**src/design/ssfl_pkg.sv**
```systemverilog
// ----------------------------------------------------------------------------
// ssfl_pkg: shared types and constants for the substring search unit
// Holds the window, result and register index definitions used by the
// compare slice, the result buffer and the top level.
// ----------------------------------------------------------------------------
package ssfl_pkg;

  localparam int MAX_PATTERN = 8;
  localparam int MAX_TEXT    = 65536;

  localparam int BYTE_W    = 8;
  localparam int PAT_W     = MAX_PATTERN * BYTE_W;
  localparam int LEN_W     = 4;
  localparam int MODE_W    = 2;
  localparam int POS_W     = $clog2(MAX_TEXT + 1);
  localparam int INDEX_W   = 16;
  localparam int WIN_IDX_W = 3;
  localparam int CFG_IDX_W = 2;
  localparam int CFG_DATA_W = PAT_W;

  // Register indexes on the configuration port
  localparam logic [CFG_IDX_W-1:0] REG_PATTERN_BYTES  = 2'd0;
  localparam logic [CFG_IDX_W-1:0] REG_PATTERN_LENGTH = 2'd1;
  localparam logic [CFG_IDX_W-1:0] REG_SEARCH_MODE    = 2'd2;

  // search_mode bit positions
  localparam int MODE_FOLD_BIT = 0;
  localparam int MODE_LAST_BIT = 1;

  // Entry 0 is the newest byte
  typedef logic [MAX_PATTERN-1:0][BYTE_W-1:0] window_t;

  typedef struct packed {
    logic                found;
    logic [INDEX_W-1:0]  match_index;
    logic                too_long;
  } result_t;

endpackage

```
**src/design/ssfl_if.sv**
```systemverilog
// ----------------------------------------------------------------------------
// ssfl_if: stream channels of the substring search unit
// Text byte channel and search result channel, valid/ready handshake.
// ----------------------------------------------------------------------------
interface ssfl_text_if;
  logic       valid;
  logic       ready;
  logic [7:0] text_byte;
  logic       last_byte;

  modport source (output valid, output text_byte, output last_byte, input ready);
  modport sink   (input valid, input text_byte, input last_byte, output ready);
endinterface

interface ssfl_result_if;
  logic        valid;
  logic        ready;
  logic        found;
  logic [15:0] match_index;
  logic        too_long;

  modport source (output valid, output found, output match_index, output too_long,
                  input ready);
  modport sink   (input valid, input found, input match_index, input too_long,
                  output ready);
endinterface

```
**src/design/substring_search_first_last_unit.sv**
```systemverilog
// ----------------------------------------------------------------------------
// substring_search_first_last_unit: streaming first/last substring search
// Searches a byte stream for a configured pattern of 1 to 8 bytes.
// ----------------------------------------------------------------------------
// Usage:
//   text   - one text byte per transfer; last_byte marks the final byte.
//   result - one transfer per text: found, match_index, too_long.
//   cfg_*  - write pattern_bytes (0), pattern_length (1), search_mode (2)
//            while no text is in flight.
// Throughput: one text byte per cycle while the skid entry is free. The window
//   compare is a single bank of eight comparators fed from the accepted byte.
// Result: the result for a text is registered into the output register when
//   its last byte transfers, or into the skid entry while an earlier one waits.
// Stall: results sit in an output register backed by one skid entry; text
//   is taken as long as the skid entry is free, so bytes keep flowing while
//   one result waits. Text ready drops only when two results are pending.
// Reset: rst clears the text state, both result entries and the
//   registers (pattern 0, length 1, mode exact/first match).
// ----------------------------------------------------------------------------
module substring_search_first_last_unit (
  input  logic                                clk,
  input  logic                                rst,
  ssfl_text_if.sink                           text,
  ssfl_result_if.source                       result,
  input  logic                                cfg_write,
  input  logic [ssfl_pkg::CFG_IDX_W-1:0]      cfg_index,
  input  logic [ssfl_pkg::CFG_DATA_W-1:0]     cfg_data
);
  import ssfl_pkg::*;

  // Configuration registers
  logic [PAT_W-1:0]  pattern_bytes;
  logic [LEN_W-1:0]  pattern_length;
  logic [MODE_W-1:0] search_mode;

  // Per-text state
  window_t           recent_bytes;
  logic [POS_W-1:0]  byte_position;
  logic              have_match;
  logic [INDEX_W-1:0] kept_index;
  logic              overflowed;

  window_t            recent_bytes_next;
  logic [POS_W-1:0]   byte_position_next;
  logic               have_match_next;
  logic [INDEX_W-1:0] kept_index_next;
  logic               overflowed_next;

  logic [LEN_W-1:0]  len_eff;
  logic              accept;
  logic              saturated;
  logic [POS_W-1:0]  pos_plus1;
  logic [POS_W-1:0]  start_pos;
  logic              check;
  logic              match;
  logic              take;
  logic              buf_space;
  result_t           res;

  always_ff @(posedge clk) begin
    if (rst) begin
      pattern_bytes  <= '0;
      pattern_length <= LEN_W'(1);
      search_mode    <= '0;
    end else if (cfg_write) begin
      unique case (cfg_index)
        REG_PATTERN_BYTES:  pattern_bytes  <= cfg_data;
        REG_PATTERN_LENGTH: pattern_length <= cfg_data[LEN_W-1:0];
        REG_SEARCH_MODE:    search_mode    <= cfg_data[MODE_W-1:0];
        default: ;
      endcase
    end
  end

  // Clamp length to 1..MAX_PATTERN
  always_comb begin
    if (pattern_length == '0) begin
      len_eff = LEN_W'(1);
    end else if (pattern_length > LEN_W'(MAX_PATTERN)) begin
      len_eff = LEN_W'(MAX_PATTERN);
    end else begin
      len_eff = pattern_length;
    end
  end

  assign accept    = text.valid && text.ready;
  assign text.ready = buf_space;

  assign saturated = (byte_position == POS_W'(MAX_TEXT));
  assign pos_plus1 = byte_position + POS_W'(1);
  assign start_pos = pos_plus1 - POS_W'(len_eff);
  // Hold off until a full pattern length of text has arrived; stop once saturated
  assign check     = !saturated && (pos_plus1 >= POS_W'(len_eff));

  // Shift the new byte into entry 0
  assign recent_bytes_next = {recent_bytes[MAX_PATTERN-2:0], text.text_byte};

  ssfl_compare u_compare (
    .window  (recent_bytes_next),
    .pattern (pattern_bytes),
    .len     (len_eff),
    .fold    (search_mode[MODE_FOLD_BIT]),
    .match   (match)
  );

  // Keep the first match, or every later one in last-match mode
  assign take = check && match && (search_mode[MODE_LAST_BIT] || !have_match);

  always_comb begin
    byte_position_next = saturated ? byte_position : pos_plus1;
    overflowed_next    = overflowed || saturated;
    have_match_next    = have_match || take;
    kept_index_next    = take ? start_pos[INDEX_W-1:0] : kept_index;
  end

  always_comb begin
    res.found       = have_match_next;
    res.match_index = have_match_next ? kept_index_next : '0;
    res.too_long    = overflowed_next;
  end

  // Advance on every transfer; the last byte clears the text state
  always_ff @(posedge clk) begin
    if (rst) begin
      recent_bytes  <= '0;
      byte_position <= '0;
      have_match    <= 1'b0;
      kept_index    <= '0;
      overflowed    <= 1'b0;
    end else if (accept) begin
      if (text.last_byte) begin
        recent_bytes  <= '0;
        byte_position <= '0;
        have_match    <= 1'b0;
        kept_index    <= '0;
        overflowed    <= 1'b0;
      end else begin
        if (!saturated) begin
          recent_bytes <= recent_bytes_next;
        end
        byte_position <= byte_position_next;
        have_match    <= have_match_next;
        kept_index    <= kept_index_next;
        overflowed    <= overflowed_next;
      end
    end
  end

  result_t out_data;

  ssfl_result_buf u_result_buf (
    .clk       (clk),
    .rst       (rst),
    .push      (accept && text.last_byte),
    .push_data (res),
    .space     (buf_space),
    .valid     (result.valid),
    .ready     (result.ready),
    .data      (out_data)
  );

  assign result.found       = out_data.found;
  assign result.match_index = out_data.match_index;
  assign result.too_long    = out_data.too_long;

`ifndef SYNTH
  a_overflow_at_limit: assert property (@(posedge clk) disable iff (rst)
    overflowed |-> (byte_position == POS_W'(MAX_TEXT)))
    else $error("overflow flagged before the position saturated");

  a_position_bounded: assert property (@(posedge clk) disable iff (rst)
    byte_position <= POS_W'(MAX_TEXT))
    else $error("byte position past the text limit");

  a_last_clears: assert property (@(posedge clk) disable iff (rst)
    (accept && text.last_byte) |=> (byte_position == '0 && !have_match && !overflowed))
    else $error("text state not cleared after the last byte");
`endif

endmodule

```
**src/design/ssfl_compare.sv**
```systemverilog
// ----------------------------------------------------------------------------
// ssfl_compare: parallel window compare
// Compares the newest pattern-length bytes of the window with the pattern,
// with optional A-Z case folding.
// ----------------------------------------------------------------------------
module ssfl_compare (
  input  ssfl_pkg::window_t                 window,
  input  logic [ssfl_pkg::PAT_W-1:0]        pattern,
  input  logic [ssfl_pkg::LEN_W-1:0]        len,
  input  logic                              fold,
  output logic                              match
);
  import ssfl_pkg::*;

  function automatic logic [BYTE_W-1:0] fold_lower(input logic [BYTE_W-1:0] c);
    logic [BYTE_W-1:0] r;
    r = c;
    if (c >= 8'h41 && c <= 8'h5A) begin
      r = c + 8'd32;
    end
    return r;
  endfunction

  logic [MAX_PATTERN-1:0] lane_ok;

  // Pattern char k lines up with window entry len-1-k (oldest byte first)
  always_comb begin
    for (int k = 0; k < MAX_PATTERN; k++) begin
      logic [LEN_W-1:0]     diff;
      logic [BYTE_W-1:0]    p;
      logic [BYTE_W-1:0]    t;
      diff = len - LEN_W'(1) - LEN_W'(k);
      p    = pattern[k*BYTE_W +: BYTE_W];
      t    = window[diff[WIN_IDX_W-1:0]];
      if (fold) begin
        p = fold_lower(p);
        t = fold_lower(t);
      end
      lane_ok[k] = (LEN_W'(k) >= len) || (p == t);
    end
  end

  assign match = &lane_ok;

endmodule

```
**src/design/ssfl_result_buf.sv**
```systemverilog
// ----------------------------------------------------------------------------
// ssfl_result_buf: output register with skid stage
// Holds results so the text side keeps flowing while the receiver stalls.
// ----------------------------------------------------------------------------
module ssfl_result_buf (
  input  logic              clk,
  input  logic              rst,
  input  logic              push,
  input  ssfl_pkg::result_t push_data,
  output logic              space,
  output logic              valid,
  input  logic              ready,
  output ssfl_pkg::result_t data
);
  import ssfl_pkg::*;

  logic    main_valid;
  logic    skid_valid;
  result_t main_data;
  result_t skid_data;
  logic    pop;

  assign pop   = main_valid && ready;
  assign space = !skid_valid;
  assign valid = main_valid;
  assign data  = main_data;

  always_ff @(posedge clk) begin
    if (rst) begin
      main_valid <= 1'b0;
      skid_valid <= 1'b0;
    end else if (pop) begin
      if (skid_valid) begin
        main_valid <= 1'b1;
        skid_valid <= 1'b0;
      end else begin
        main_valid <= push;
      end
    end else if (push) begin
      if (!main_valid) begin
        main_valid <= 1'b1;
      end else begin
        skid_valid <= 1'b1;
      end
    end
  end

  always_ff @(posedge clk) begin
    if (pop) begin
      if (skid_valid) begin
        main_data <= skid_data;
      end else if (push) begin
        main_data <= push_data;
      end
    end else if (push) begin
      if (!main_valid) begin
        main_data <= push_data;
      end else begin
        skid_data <= push_data;
      end
    end
  end

`ifndef SYNTH
  a_skid_needs_main: assert property (@(posedge clk) disable iff (rst)
    skid_valid |-> main_valid)
    else $error("skid entry held without an output entry");

  a_no_push_when_full: assert property (@(posedge clk) disable iff (rst)
    push |-> !skid_valid)
    else $error("result pushed while both entries are full");

  a_skid_moves_up: assert property (@(posedge clk) disable iff (rst)
    (pop && skid_valid) |=> (main_valid && !skid_valid))
    else $error("skid entry not moved to the output register");
`endif

endmodule

```
**src/flat_wrapper.sv**
```systemverilog
// flat-port wrapper written by rule: the top's interface ports become plain ports
module substring_search_first_last_unit_flat import ssfl_pkg::*;
  (clk, rst, cfg_write, cfg_index, cfg_data, text_valid, text_text_byte, text_last_byte, text_ready, result_valid, result_found, result_match_index, result_too_long, result_ready);
  ssfl_text_if text_i ();
  ssfl_result_if result_i ();
  input  logic clk;
  input  logic rst;
  input  logic cfg_write;
  input  logic [ssfl_pkg::CFG_IDX_W-1:0] cfg_index;
  input  logic [ssfl_pkg::CFG_DATA_W-1:0] cfg_data;
  input wire logic [$bits(text_i.valid)-1:0] text_valid;
  input wire logic [$bits(text_i.text_byte)-1:0] text_text_byte;
  input wire logic [$bits(text_i.last_byte)-1:0] text_last_byte;
  output wire logic [$bits(text_i.ready)-1:0] text_ready;
  output wire logic [$bits(result_i.valid)-1:0] result_valid;
  output wire logic [$bits(result_i.found)-1:0] result_found;
  output wire logic [$bits(result_i.match_index)-1:0] result_match_index;
  output wire logic [$bits(result_i.too_long)-1:0] result_too_long;
  input wire logic [$bits(result_i.ready)-1:0] result_ready;
  assign text_i.valid = text_valid;
  assign text_i.text_byte = text_text_byte;
  assign text_i.last_byte = text_last_byte;
  assign text_ready = text_i.ready;
  assign result_valid = result_i.valid;
  assign result_found = result_i.found;
  assign result_match_index = result_i.match_index;
  assign result_too_long = result_i.too_long;
  assign result_i.ready = result_ready;
  substring_search_first_last_unit u_core (.clk(clk), .rst(rst), .text(text_i), .result(result_i), .cfg_write(cfg_write), .cfg_index(cfg_index), .cfg_data(cfg_data));
endmodule
```
**config.mk**
```make
export PLATFORM = sky130hd
export DESIGN_NAME = substring_search_first_last_unit_flat
export DESIGN_NICKNAME = d
export VERILOG_FILES = /design/src/design/ssfl_pkg.sv /design/src/design/ssfl_if.sv /design/src/design/substring_search_first_last_unit.sv /design/src/design/ssfl_compare.sv /design/src/design/ssfl_result_buf.sv /design/src/flat_wrapper.sv
export SDC_FILE = /design/constraint.sdc
export NUM_CORES = 1
export LEC_CHECK = 0
export ABC_AREA = 1
export BUFFER_PORTS_ARGS = -buffer_cell sky130_fd_sc_hd__buf_2
export CORE_ASPECT_RATIO = 1.25
export CORE_MARGIN = 2
export CORE_UTILIZATION = 60
export DETAILED_ROUTE_END_ITERATION = 16
export PLACE_DENSITY = 0.8
export SLEW_MARGIN = 5
export SYNTH_ARGS = -nofsm -noshare
export SYNTH_HDL_FRONTEND = slang
export SYNTH_SLANG_ARGS = --single-unit
```
**constraint.sdc**
```tcl
create_clock -name clk -period 4.8 [get_ports clk]
set_clock_uncertainty 0.05 [all_clocks]
set_input_delay 0.48 -clock clk [delete_from_list [all_inputs] [get_ports clk]]
set_output_delay 0.48 -clock clk [all_outputs]
set_load 0.02 [all_outputs]
```
# ---- Word level (Yosys, flattened, before mapping)
# Cells that the tools add are included.
dict set report totals {
  regBits 199
  input_bits 80
  elab_cells 228
}
dict set report classes {
  addsub 26
  order_cmp 50
  n_eq_ne 13
  n_mux 67
  n_bitwise 1
  n_reduce_logical 49
}
# cell n
set ops {}
lappend ops {{two-way mux 8 bit} 40}
lappend ops {{binary-select mux 8 bit (select 3 bit)} 8}
lappend ops {{adder 8 x 6 -> 8 bit (second input constant)} 16}
lappend ops {{greater-or-equal comparator 8 x 7 -> 1 bit (second input constant)} 16}
lappend ops {{<= comparator 8 x 7 -> 1 bit (second input constant)} 16}
lappend ops {{two-way mux 56 bit} 2}
lappend ops {{two-way mux 18 bit} 5}
lappend ops {{equality test 8 bit} 8}
lappend ops {{two-way mux 16 bit} 3}
lappend ops {{two-way mux 17 bit} 2}
lappend ops {{less-than comparator 3 x 4 -> 1 bit (second input constant)} 8}
lappend ops {{logical AND 1 bit} 22}
lappend ops {{adder 17 x 1 -> 17 bit (second input constant)} 1}
lappend ops {{equality test 17 bit (second input constant)} 1}
lappend ops {{greater-or-equal comparator 17 x 4 -> 1 bit} 1}
lappend ops {{greater-or-equal comparator 3 x 4 -> 1 bit (first input constant)} 4}
lappend ops {{subtractor 16 x 4 -> 16 bit} 1}
lappend ops {{subtractor 3 bit (second input constant)} 4}
lappend ops {{logical OR 1 bit} 11}
lappend ops {{AND reduction 2 bit} 5}
lappend ops {{greater-or-equal comparator 1 x 4 -> 1 bit (first input constant)} 2}
lappend ops {{greater-or-equal comparator 2 x 4 -> 1 bit (first input constant)} 2}
lappend ops {{two-way mux 4 bit} 2}
lappend ops {{AND reduction 8 bit} 1}
lappend ops {{other kinds (15)} 25}

# ---- Longest topological paths before layout
# Gate-level depths: netlist (run 1).
dict set report depth {
  ltp_word 21
  depth_mapped 32
  depth_no_buf 29
}

# ---- By module
# Synthesis (run 1) repeated with hierarchy kept, for this count alone.
dict set report hier_totals {
  hier_cells 2372
  hier_area_um2 14243.7
}
# mod instances cells_each area_each_um2 seq_area_each_um2
set modules_own_cells {}
lappend modules_own_cells {substring_search_first_last_unit 1 1019 7064.3 3223.1}
lappend modules_own_cells {ssfl_compare 1 1241 5726.7 0.0}
lappend modules_own_cells {ssfl_result_buf 1 112 1452.6 1121.1}

# ---- Worst setup path before layout (run 1)
# OpenSTA, ideal clock, no wires.
dict set report synth_timing {
  kind {register to register}
  from {register u_core.pattern_length[1]}
  to {register u_core.u_result_buf.main_data (netlist bit u_core.u_result_buf.data[12]), data pin}
  setup_ns 0.254
  arrival_ns 3.563
  required_ns 4.496
  path_slack_ns 0.933
  path_stages_with_launch 26
  path_cell_list {dfxtp_1 -> inv_1 -> nor2_4 -> inv_2 -> buf_2 -> ha_1 -> buf_2 -> buf_1 -> nand3_1 -> nand2_1 -> nand2_1 -> and2_1 -> ha_1 -> inv_1 -> nand4_1 -> nand2_1 -> nand2_1 -> nand2_1 -> nand3_1 -> nand2_1 -> nand2_1 -> nor2_2 -> buf_2 -> nand4_1 -> nand2_1 -> o21ai_2}
}
dict set report synth_between {
  elab_chain_len 21
}
# element line
set synth_lines {}
lappend synth_lines {{from (decl)} substring_search_first_last_unit.sv:33} ;# logic [LEN_W-1:0] pattern_length;
lappend synth_lines {{from (signal assigned)} substring_search_first_last_unit.sv:68} ;# REG_PATTERN_LENGTH: pattern_length <= cfg_data[LEN_W-1:0];
lappend synth_lines {{> comparator 4 bit} substring_search_first_last_unit.sv:79} ;# end else if (pattern_length > LEN_W'(MAX_PATTERN)) begin
lappend synth_lines {{two-way mux 4 bit} substring_search_first_last_unit.sv:79}
lappend synth_lines {{two-way mux 4 bit (*)} substring_search_first_last_unit.sv:77} ;# if (pattern_length == '0) begin
lappend synth_lines {{subtractor 3 x 1 -> 3 bit} ssfl_compare.sv:32} ;# diff = len - LEN_W'(1) - LEN_W'(k);
lappend synth_lines {{subtractor 3 x 1 -> 3 bit, or another cell as far along} ssfl_compare.sv:32}
lappend synth_lines {{binary-select mux 8 bit (select 3 bit)} ssfl_compare.sv:34} ;# t = window[diff[WIN_IDX_W-1:0]];
lappend synth_lines {{two-way mux 8 bit (not written as such)} ssfl_compare.sv:34}
lappend synth_lines {{greater-or-equal comparator 8 x 7 -> 1 bit or <= comparator 8 x 7 -> 1 bit (tied branches)} ssfl_compare.sv:18} ;# if (c >= 8'h41 && c <= 8'h5A) begin
lappend synth_lines {{[... 4 more ...]} -}
lappend synth_lines {{logical OR 1 bit} ssfl_compare.sv:39} ;# lane_ok[k] = (LEN_W'(k) >= len) || (p == t);
lappend synth_lines {{AND reduction 8 bit} ssfl_compare.sv:43} ;# assign match = &lane_ok;
lappend synth_lines {{logical AND 1 bit (2 in a row)} substring_search_first_last_unit.sv:107} ;# assign take = check && match && (search_mode[MODE_LAST_BIT] || !have_match);
lappend synth_lines {{two-way mux 16 bit or logical OR 1 bit (tied branches)} {substring_search_first_last_unit.sv:113, substring_search_first_last_unit.sv:112}}
lappend synth_lines {{two-way mux 16 bit (*)} substring_search_first_last_unit.sv:118} ;# res.match_index = have_match_next ? kept_index_next : '0;
lappend synth_lines {{two-way mux 18 bit (on tied branches)} {ssfl_result_buf.sv:56, ssfl_result_buf.sv:52}}
lappend synth_lines {{two-way mux 18 bit (on tied branches)} {ssfl_result_buf.sv:55, ssfl_result_buf.sv:50}}
lappend synth_lines {{two-way mux 18 bit (*)} ssfl_result_buf.sv:49} ;# if (pop) begin
lappend synth_lines {{to (signal assigned)} ssfl_result_buf.sv:51} ;# main_data <= skid_data;
lappend synth_lines {{to (signal assigned)} ssfl_result_buf.sv:53} ;# main_data <= push_data;
lappend synth_lines {{to (signal assigned)} ssfl_result_buf.sv:57} ;# main_data <= push_data;
lappend synth_lines {{to (decl)} ssfl_result_buf.sv:19} ;# result_t main_data;
# Mark *: on every way between the ends. The rest lies on a longest branch, timed or not. The select of a mux whose other input is x is not followed.
# A chain may end at the register's enable or synchronous reset.

# ---- Worst setup path in the final report (run 1)
dict set report layout_timing {
  from {register u_core.pattern_length[1]}
  to {register u_core.u_result_buf.main_data (netlist bit u_core.u_result_buf.data[16]), data pin}
}
# The elaborated chain is that of the path after synthesis.

==> results of run 1 <==
==> metal layers <==
metal	global-route usage	vias to the layer above
met2	0.632	741
li1	-	7407
met4	0.225	0
met3	0.0532	157
met5	0	-
met1	0.478	6867
==> layout make-up <==
cell class,count,area [sq um],share of cell area
clock buffer,19,475,0.0313
timing repair buffer,127,706,0.0465
clock inverter,13,148,0.00973
multi-input combinational,1709,8290,0.546
sequential,199,4350,0.286
tap,288,360,0.0238
inverter,223,847,0.0558
==> where the power goes <==
group	leakage [uW]	switching [uW]	total (uW)	internal, uW
logic	0.00485	833	1200	371
registers	0.00163	38.8	1780	1740
clock network	0.000302	764	1520	761
==> what timing repair did <==
| item | in CTS | in global routing |
|---|---|---|
| endpoints found under the setup margin | 0 | 50 |
| gates resized for setup | 0 | 6 |
| buffers inserted | 0 | 6 |
| hold buffers | 0 | 0 |
==> layout by cell type (no fill, tap or decap), drive strengths merged, types with 6 or more instances in the layout <==
cell type and n:
a21oi 137, buf 127, edfxtp 36, o21bai 7, or2 14, inv 227, xnor2 14, nand4 54
dfxtp 163, nand3 403, o21ai 102, nor2 170, clkinv 6, nand3b 10, xor2 36, nor3 19
ha 27, clkbuf 19, nand2 694
==> metrics by stage <==
stage | cells | hold WS, ns
after global routing | 2578 | 0.197
after detailed placement | 2540 | 0.401
after global placement | 2540 | 0.396
after floorplan | 2235 | 0.379
final | 2578 | 0.190
after CTS | 2572 | 0.190
==> worst max path at each step <==
stage	slack, ns	cells after the start	endpoint	from
after CTS	0.05	22	u_core.u_result_buf.data[16]$_DFFE_PP_	u_core.pattern_length[1]$_SDFFE_PP0P_
final	0.31	22	u_core.u_result_buf.data[16]$_DFFE_PP_	u_core.pattern_length[1]$_SDFFE_PP0P_
after floorplan	0.93	25	u_core.u_result_buf.data[12]$_DFFE_PP_	u_core.pattern_length[1]$_SDFFE_PP0P_
after detailed placement	0.12	22	u_core.u_result_buf.data[4]$_DFFE_PP_	u_core.pattern_length[1]$_SDFFE_PP0P_
after global routing	0.0002	23	u_core.u_result_buf.skid_data[4]$_DFFE_PP_	u_core.pattern_length[1]$_SDFFE_PP0P_
after global placement	0.22	22	u_core.u_result_buf.data[4]$_DFFE_PP_	u_core.pattern_length[1]$_SDFFE_PP0P_
==> worst reg2reg max path: stages, from the launching register on <==
cell	delay [ns]
dfxtp_1	0.35
o21bai_2	0.29
nand2_1	0.11
ha_1	0.32
inv_2	0.24
buf_4	0.34
nand3_1	0.14
nand2_1	0.10
nand2_1	0.06
and2_1	0.19
ha_1	0.28
inv_1	0.06
nand4_1	0.11
nand2_1	0.08
nand2_1	0.04
nand2_1	0.06
nand3_1	0.17
nand2_1	0.16
nand2_1	0.15
nor2_4	0.42
nand4_1	0.25
nand2_1	0.19
o21ai_2	0.08
==> cells by family (layout without fill, tap and decap cells) <==
| family | count (synthesis) | in the layout |
|---|---|---|
| AOI/OAI and AO/OA | 259 | 259 |
| xor gates and xnor gates | 50 | 50 |
| adders and majority gates | 28 | 28 |
| buffers and inverters | 327 | 382 |
| DFF | 199 | 199 |
| and+or+nand+nor | 1372 | 1372 |
==> registers in the layout (all words and copies together) (netlist names) <==
name	count
u_core.recent_bytes	56
u_core.u_result_buf.skid_valid	1
u_core.pattern_length	4
u_core.search_mode	2
u_core.pattern_bytes	64
u_core.kept_index	16
u_core.u_result_buf.skid_data	18
u_core.have_match	1
u_core.overflowed	1
u_core.u_result_buf.valid	1
u_core.byte_position	17
u_core.u_result_buf.data	18
==> impl_results.md, run 1 <==
- Root Driver: clkbuf_16
- Die extent in y: 175 um
- Seq/Total Area, Yosys: 0.311
- Nets: 2385
- WL/cell: 18.3 um
- CP top delay family: simple AND/OR/NAND/NOR gates
- RSZ-0062 raised after global routing: false
- Final worst-path setup slack: 0.308 ns
- Static leakage: 0.00678 uW
- Synthesized area: 14000 sq um
- Fin Setup TNS: 0 ns
- Critical R2R Capture: u_core.u_result_buf.data[16]$_DFFE_PP_
- IO buf count: 99
- Clock slew at reported path FFs: 0.08 ns
- Worst slew pin tran: 1.19 ns
- Post-synth top cells: nand2_1, nand3_1, inv_1, dfxtp_1, nor2_1
- Top-area cell type share of the netlist area: 0.234
- Critical path's most frequent cell: nand2_1
- Layout cells sized above 1: 0.107
- First-pass GRT wire length: 73500 um
- Die area: 24500 sq um
- GPL Wtd Cong: 1.07
- Critical-path maximum fanout: 22
- Fill count: 2074
- EDFF count, synth: 36
- Share of flip-flops with an asynchronous set or reset: 0
- Area Overhead vs Synth: 8.63%
- Inserted Diodes: 0
- Aggregate routed wire length: 47100 um
- DRT iter0 DRCs: 1647
- WL met1: 18700 um
- Endpoint, Worst Hold: u_core.pattern_bytes[15]$_SDFFE_PP0P_
- Drt via density: 5.89
- DP Area: 14500 sq um
- Total number of vias: 15200
- Largest family of logic cells by synthesized area: simple AND/OR/NAND/NOR gates
- Cell taking the most area after synthesis: dfxtp_1
- PwrDens: 297 nW/um^2
- Antenna violations before repair: 0
- H-tree Lvls: 4
- Met3 wire len: 3700 um
- Fmax: 0.223 GHz
- Top post-synthesis cells by area: dfxtp_1, nand2_1, nand3_1
- Worst VDD drop: 0.307 mV
- Starting Density: 0.610
- Clock latency on the worst-skew pair: 0.46 ns
- Synth warn: 0
- Outcome: finished clean
- Synth Area in Adders: 0.0256
- Post-synthesis mux area share: 0
- Reg-to-Reg Start: u_core.pattern_length[1]$_SDFFE_PP0P_
- Core box area: 22900 sq um
- Period utilization: 0.936
- Crit-path max cell delay: 0.42 ns
- Router iterations before antenna repair: 5
- Setup CP Type: register to register
- Final Hold Viols: 0
- Count leader, synth: nand2_1
- Min-Delay Path Class: input port to register
- Setup crit start kind: register
- # setup viols final: 0
- DRC: 0
- Die Wd: 140 um
- Cell count after synthesis: 2235
- Uppermost routed layer: met4
- CTS Buffer Depth: 2
- Max_cap viols: 0
- Worst reg-to-reg setup slack: 0.31 ns
- Unique cell type count in the Yosys netlist: 43
- Post-detailed-route count of antenna-violating nets: 0
- Vias in the first global route: 14100
- Congestion Overflow GR: 0
- Largest net degree at the start of global routing: 89
- Reg2reg path depth: 22
- Main flop type after synthesis: dfxtp_1
- Post-Synth XOR/XNOR Area: 0.0314
- Row cnt: 62
- Hold Startpoint: cfg_data[15]
- Bufs and invs on worst path: 3
- Critical path cell sequence: o21bai_2 > nand2_1 > ha_1 > inv_2 > buf_4 > nand3_1 > nand2_1 > nand2_1 > and2_1 > ha_1 > inv_1 > nand4_1 > nand2_1 > nand2_1 > nand2_1 > nand3_1 > nand2_1 > nand2_1 > nor2_4 > nand4_1 > nand2_1 > o21ai_2
- Detailed Place HPWL: 35300 um
- DP Worst Slack: 0.118 ns
- I/O pin count: 100
- CP endpoint kind: register
- Power, Total: 4510 uW
- Req. time, crit path: 4.96 ns
- Max-slew headroom: 0.202
- Critical Path AT: 4.65 ns
- CP max-delay cell: nor2_4
- Post-route minimum period: 4.49 ns
- Syn_nets: 2343
- Avg Cell Area, Syn: 6.25 sq um
- Final Core Density: 0.663
- Post-Layout Inst Area: 15200 sq um
- CTS Buf Count: 17
- Met2 wire length: 21500 um
- Yosys reg bits: 199
- GRT Overall Usage: 0.383
- Max-slew violations: 0
- CTS tree: done
- Compound-gate portion of the synthesized area: 0.0996
- Hold path depth: 3
- Simple-gate area share of the yosys netlist: 0.435
- Clk sinks: 199
Note: power is estimated with default switching activity, not from simulation.
==> run 2: changes to the inputs <==
--- a/config.mk
+++ b/config.mk
@@ -5,7 +5,6 @@
 export SDC_FILE = /design/constraint.sdc
 export NUM_CORES = 1
 export LEC_CHECK = 0
-export ABC_AREA = 1
 export BUFFER_PORTS_ARGS = -buffer_cell sky130_fd_sc_hd__buf_2
 export CORE_ASPECT_RATIO = 1.25
 export CORE_MARGIN = 2
==> run 2 against run 1 <==
Against the previous run:
- sequential cell count stayed put
- clock-buffer cell count is 1 lower
- area after synthesis is 1.7% lower
- combinational power is 32% lower
- wire length is 12% lower
- clock power is 3% lower
- register-to-register slack worse by 0.16 ns
- power is 10% lower
- hold slack better by 0.015 ns
- sequential share of layout area is 0.80 points lower
- cell count is 21% lower
==> impl_results.md, run 2 <==
- Power, Total: 4050 uW
- Layout cells sized above 1: 0.194
- Compound-gate portion of the synthesized area: 0.212
- Largest net degree at the start of global routing: 78
- First-pass GRT wire length: 65200 um
- Cell taking the most area after synthesis: dfxtp_1
- Worst slew pin tran: 1.20 ns
- Post-synthesis mux area share: 0.104
- Uppermost routed layer: met4
- Critical Path AT: 4.87 ns
- Most frequent cells in the layout: nand2_1, dfxtp_1, a21oi_1
- RSZ-0062 raised after global routing: false
- Largest registers: u_core.pattern_bytes x64, u_core.recent_bytes x56
- Fill count: 1788
- Synth warn: 0
- Total number of vias: 13400
- WL met1: 15400 um
- CP endpoint kind: register
- Aggregate routed wire length: 41600 um
- Top-area cell type share of the netlist area: 0.238
- Commonest non-fill, non-tap cell in the layout: nand2_1
- Root Driver: clkbuf_16
- CTS Buffer Depth: 2
- WHS: 0.204 ns
- Clock latency on the worst-skew pair: 0.45 ns
- Main flop type after synthesis: dfxtp_1
- EDFF count, synth: 36
- PwrDens: 259 nW/um^2
- Final worst-path setup slack: 0.149 ns
- Drt via density: 6.57
- Sw frac: 0.308
- DRC: 0
- Unique cell type count in the Yosys netlist: 94
- Setup crit start kind: register
- Row cnt: 61
- Worst reg-to-reg setup slack: 0.15 ns
- Max-slew violations: 0
- CTS tree: done
- Area Overhead vs Synth: 13.7%
- Seq/Total Area, Yosys: 0.317
- Simple-gate area share of the yosys netlist: 0.219
- DP Worst Slack: -0.121 ns
- Synth Area in Adders: 0.0261
- Cell-internal power: 2800 uW
- I/O pin count: 100
- Outcome: finished clean
- Top post-synthesis cells by area: dfxtp_1, edfxtp_1, nand2_1
- Most flop-heavy register: u_core.pattern_bytes
- Post-synth top cells: nand2_1, dfxtp_1, a21oi_1, nor2_1
- Congestion Overflow GR: 0
- NetSw: 1250 uW
- Syn_nets: 1748
- Min-Delay Path Class: input port to register
- IO buf count: 99
- Number of flip-flops in the largest register: 64
- Max_cap viols: 0
- Die Wd: 139 um
- Starting Density: 0.614
- Post-route minimum period: 4.65 ns
- Flop pwr share: 0.436
- Met2 wire length: 20700 um
- DRT iter0 DRCs: 1012
- Post-detailed-route count of antenna-violating nets: 0
- Clk sinks: 199
- Largest family of logic cells by synthesized area: simple AND/OR/NAND/NOR gates
- Inserted Diodes: 0
- Met3 wire len: 2570 um
- Final Core Density: 0.698
- Count leader, synth: nand2_1
- Worst VDD drop: 0.261 mV
- H-tree Lvls: 4
- GRT Overall Usage: 0.335
- Cell count after synthesis: 1640
- Combinational power share: 0.200
- Nets: 1847
- Vias in the first global route: 12400
- Die extent in y: 173 um
- Avg Cell Area, Syn: 8.37 sq um
- Setup CP Type: register to register
- Clock slew at reported path FFs: 0.08 ns
- Share of flip-flops with an asynchronous set or reset: 0
- Fmax: 0.215 GHz
- CTS Hold Bufs: 0
- Req. time, crit path: 5.02 ns
- Die area: 24100 sq um
- Synthesized area: 13700 sq um
- Yosys reg bits: 199
- Critical-path maximum fanout: 15
- Static leakage: 0.00587 uW
- Core box area: 22400 sq um
- WL/cell: 20.4 um
- Antenna violations before repair: 0
- Power share of the clock group: 0.364
- Final Hold Viols: 0
- Detailed Place HPWL: 30400 um
- Post-Synth XOR/XNOR Area: 0.0634
- Period utilization: 0.969
- CTS Buf Count: 17
- Router iterations before antenna repair: 6
- # setup viols final: 0
- GPL Wtd Cong: 1.10
- Max-slew headroom: 0.199
[run 2: critical path, cell delays in order, from the launching register on]
cell and delay, ns:
dfxtp_1 0.32, o21ba_4 0.24, nor2_8 0.10, buf_12 0.14, buf_12 0.16, buf_4 0.21, mux2i_2 0.44, mux4_2 0.33
inv_1 0.07, ha_1 0.32, o41ai_1 0.51, xnor2_1 0.17, a32oi_1 0.15, nor4_4 0.25, buf_4 0.15, nand4b_2 0.19
or3_1 0.41, o221ai_1 0.23
[run 2: power groups by stage]
stage | Combinational [uW] | Clock, uW | Sequential [uW]
CTS | 777 | 1490 | 1760
global placement | 760 | 0 | 1800
finish | 810 | 1470 | 1770
floorplan | 510 | 0 | 1800
detailed placement | 769 | 0 | 1800
global route | 866 | 1550 | 1770
[run 2: cells by family after synthesis]
group	Yosys count
compound gates	434
simple gates	607
xor+xnor	95
buf+inv	174
mux	103
fa+ha+maj	28
flops	199
[run 2: worst paths after layout]
check | start | end | cells after the start
worst max-delay path | u_core.pattern_length[1]$_SDFFE_PP0P_ | u_core.u_result_buf.data[2]$_DFFE_PP_ | 17
worst min-delay path | cfg_data[61] | u_core.pattern_bytes[61]$_SDFFE_PP0P_ | 3
worst max register to register | u_core.pattern_length[1]$_SDFFE_PP0P_ | u_core.u_result_buf.data[2]$_DFFE_PP_ | 17
worst min register to register | u_core.pattern_bytes[54]$_SDFFE_PP0P_ | u_core.pattern_bytes[54]$_SDFFE_PP0P_ | 2
[run 2: through the flow]
| stage | instance area, sq um | cells | setup TNS, ns |
|---|---|---|---|
| finish | 15600 | 2035 | 0 |
| CTS | 15500 | 2030 | 0 |
| global route | 15600 | 2035 | 0 |
| floorplan | 13700 | 1640 | 0 |
| global placement | 14800 | 1998 | -0.458 |
| detailed placement | 14800 | 1998 | -2.47 |
[run 2: layout make-up]
cell class / instances / area [sq um] / area share
Inverter: 52 / 198 / 0.0127
Multi-Input combinational cell: 1267 / 8680 / 0.557
Sequential cell: 199 / 4340 / 0.278
Timing Repair Buffer: 202 / 1430 / 0.0914
Clock buffer: 18 / 429 / 0.0275
Tap cell: 283 / 354 / 0.0227
Clock inverter: 14 / 164 / 0.0105
[run 2: per-layer routing]
layer | track usage | up-vias
met1 | 0.379 | 6363
met5 | 0 | -
met4 | 0.211 | 0
met2 | 0.581 | 599
met3 | 0.0582 | 165
li1 | - | 6251
[run 2: timing repair]
item,CTS,global route
hold endpoints to repair,0,0
setup endpoints to repair,37,51
gates cloned,0,1
setup buffers,0,4
resized for setup,4,16
pin swaps,1,3
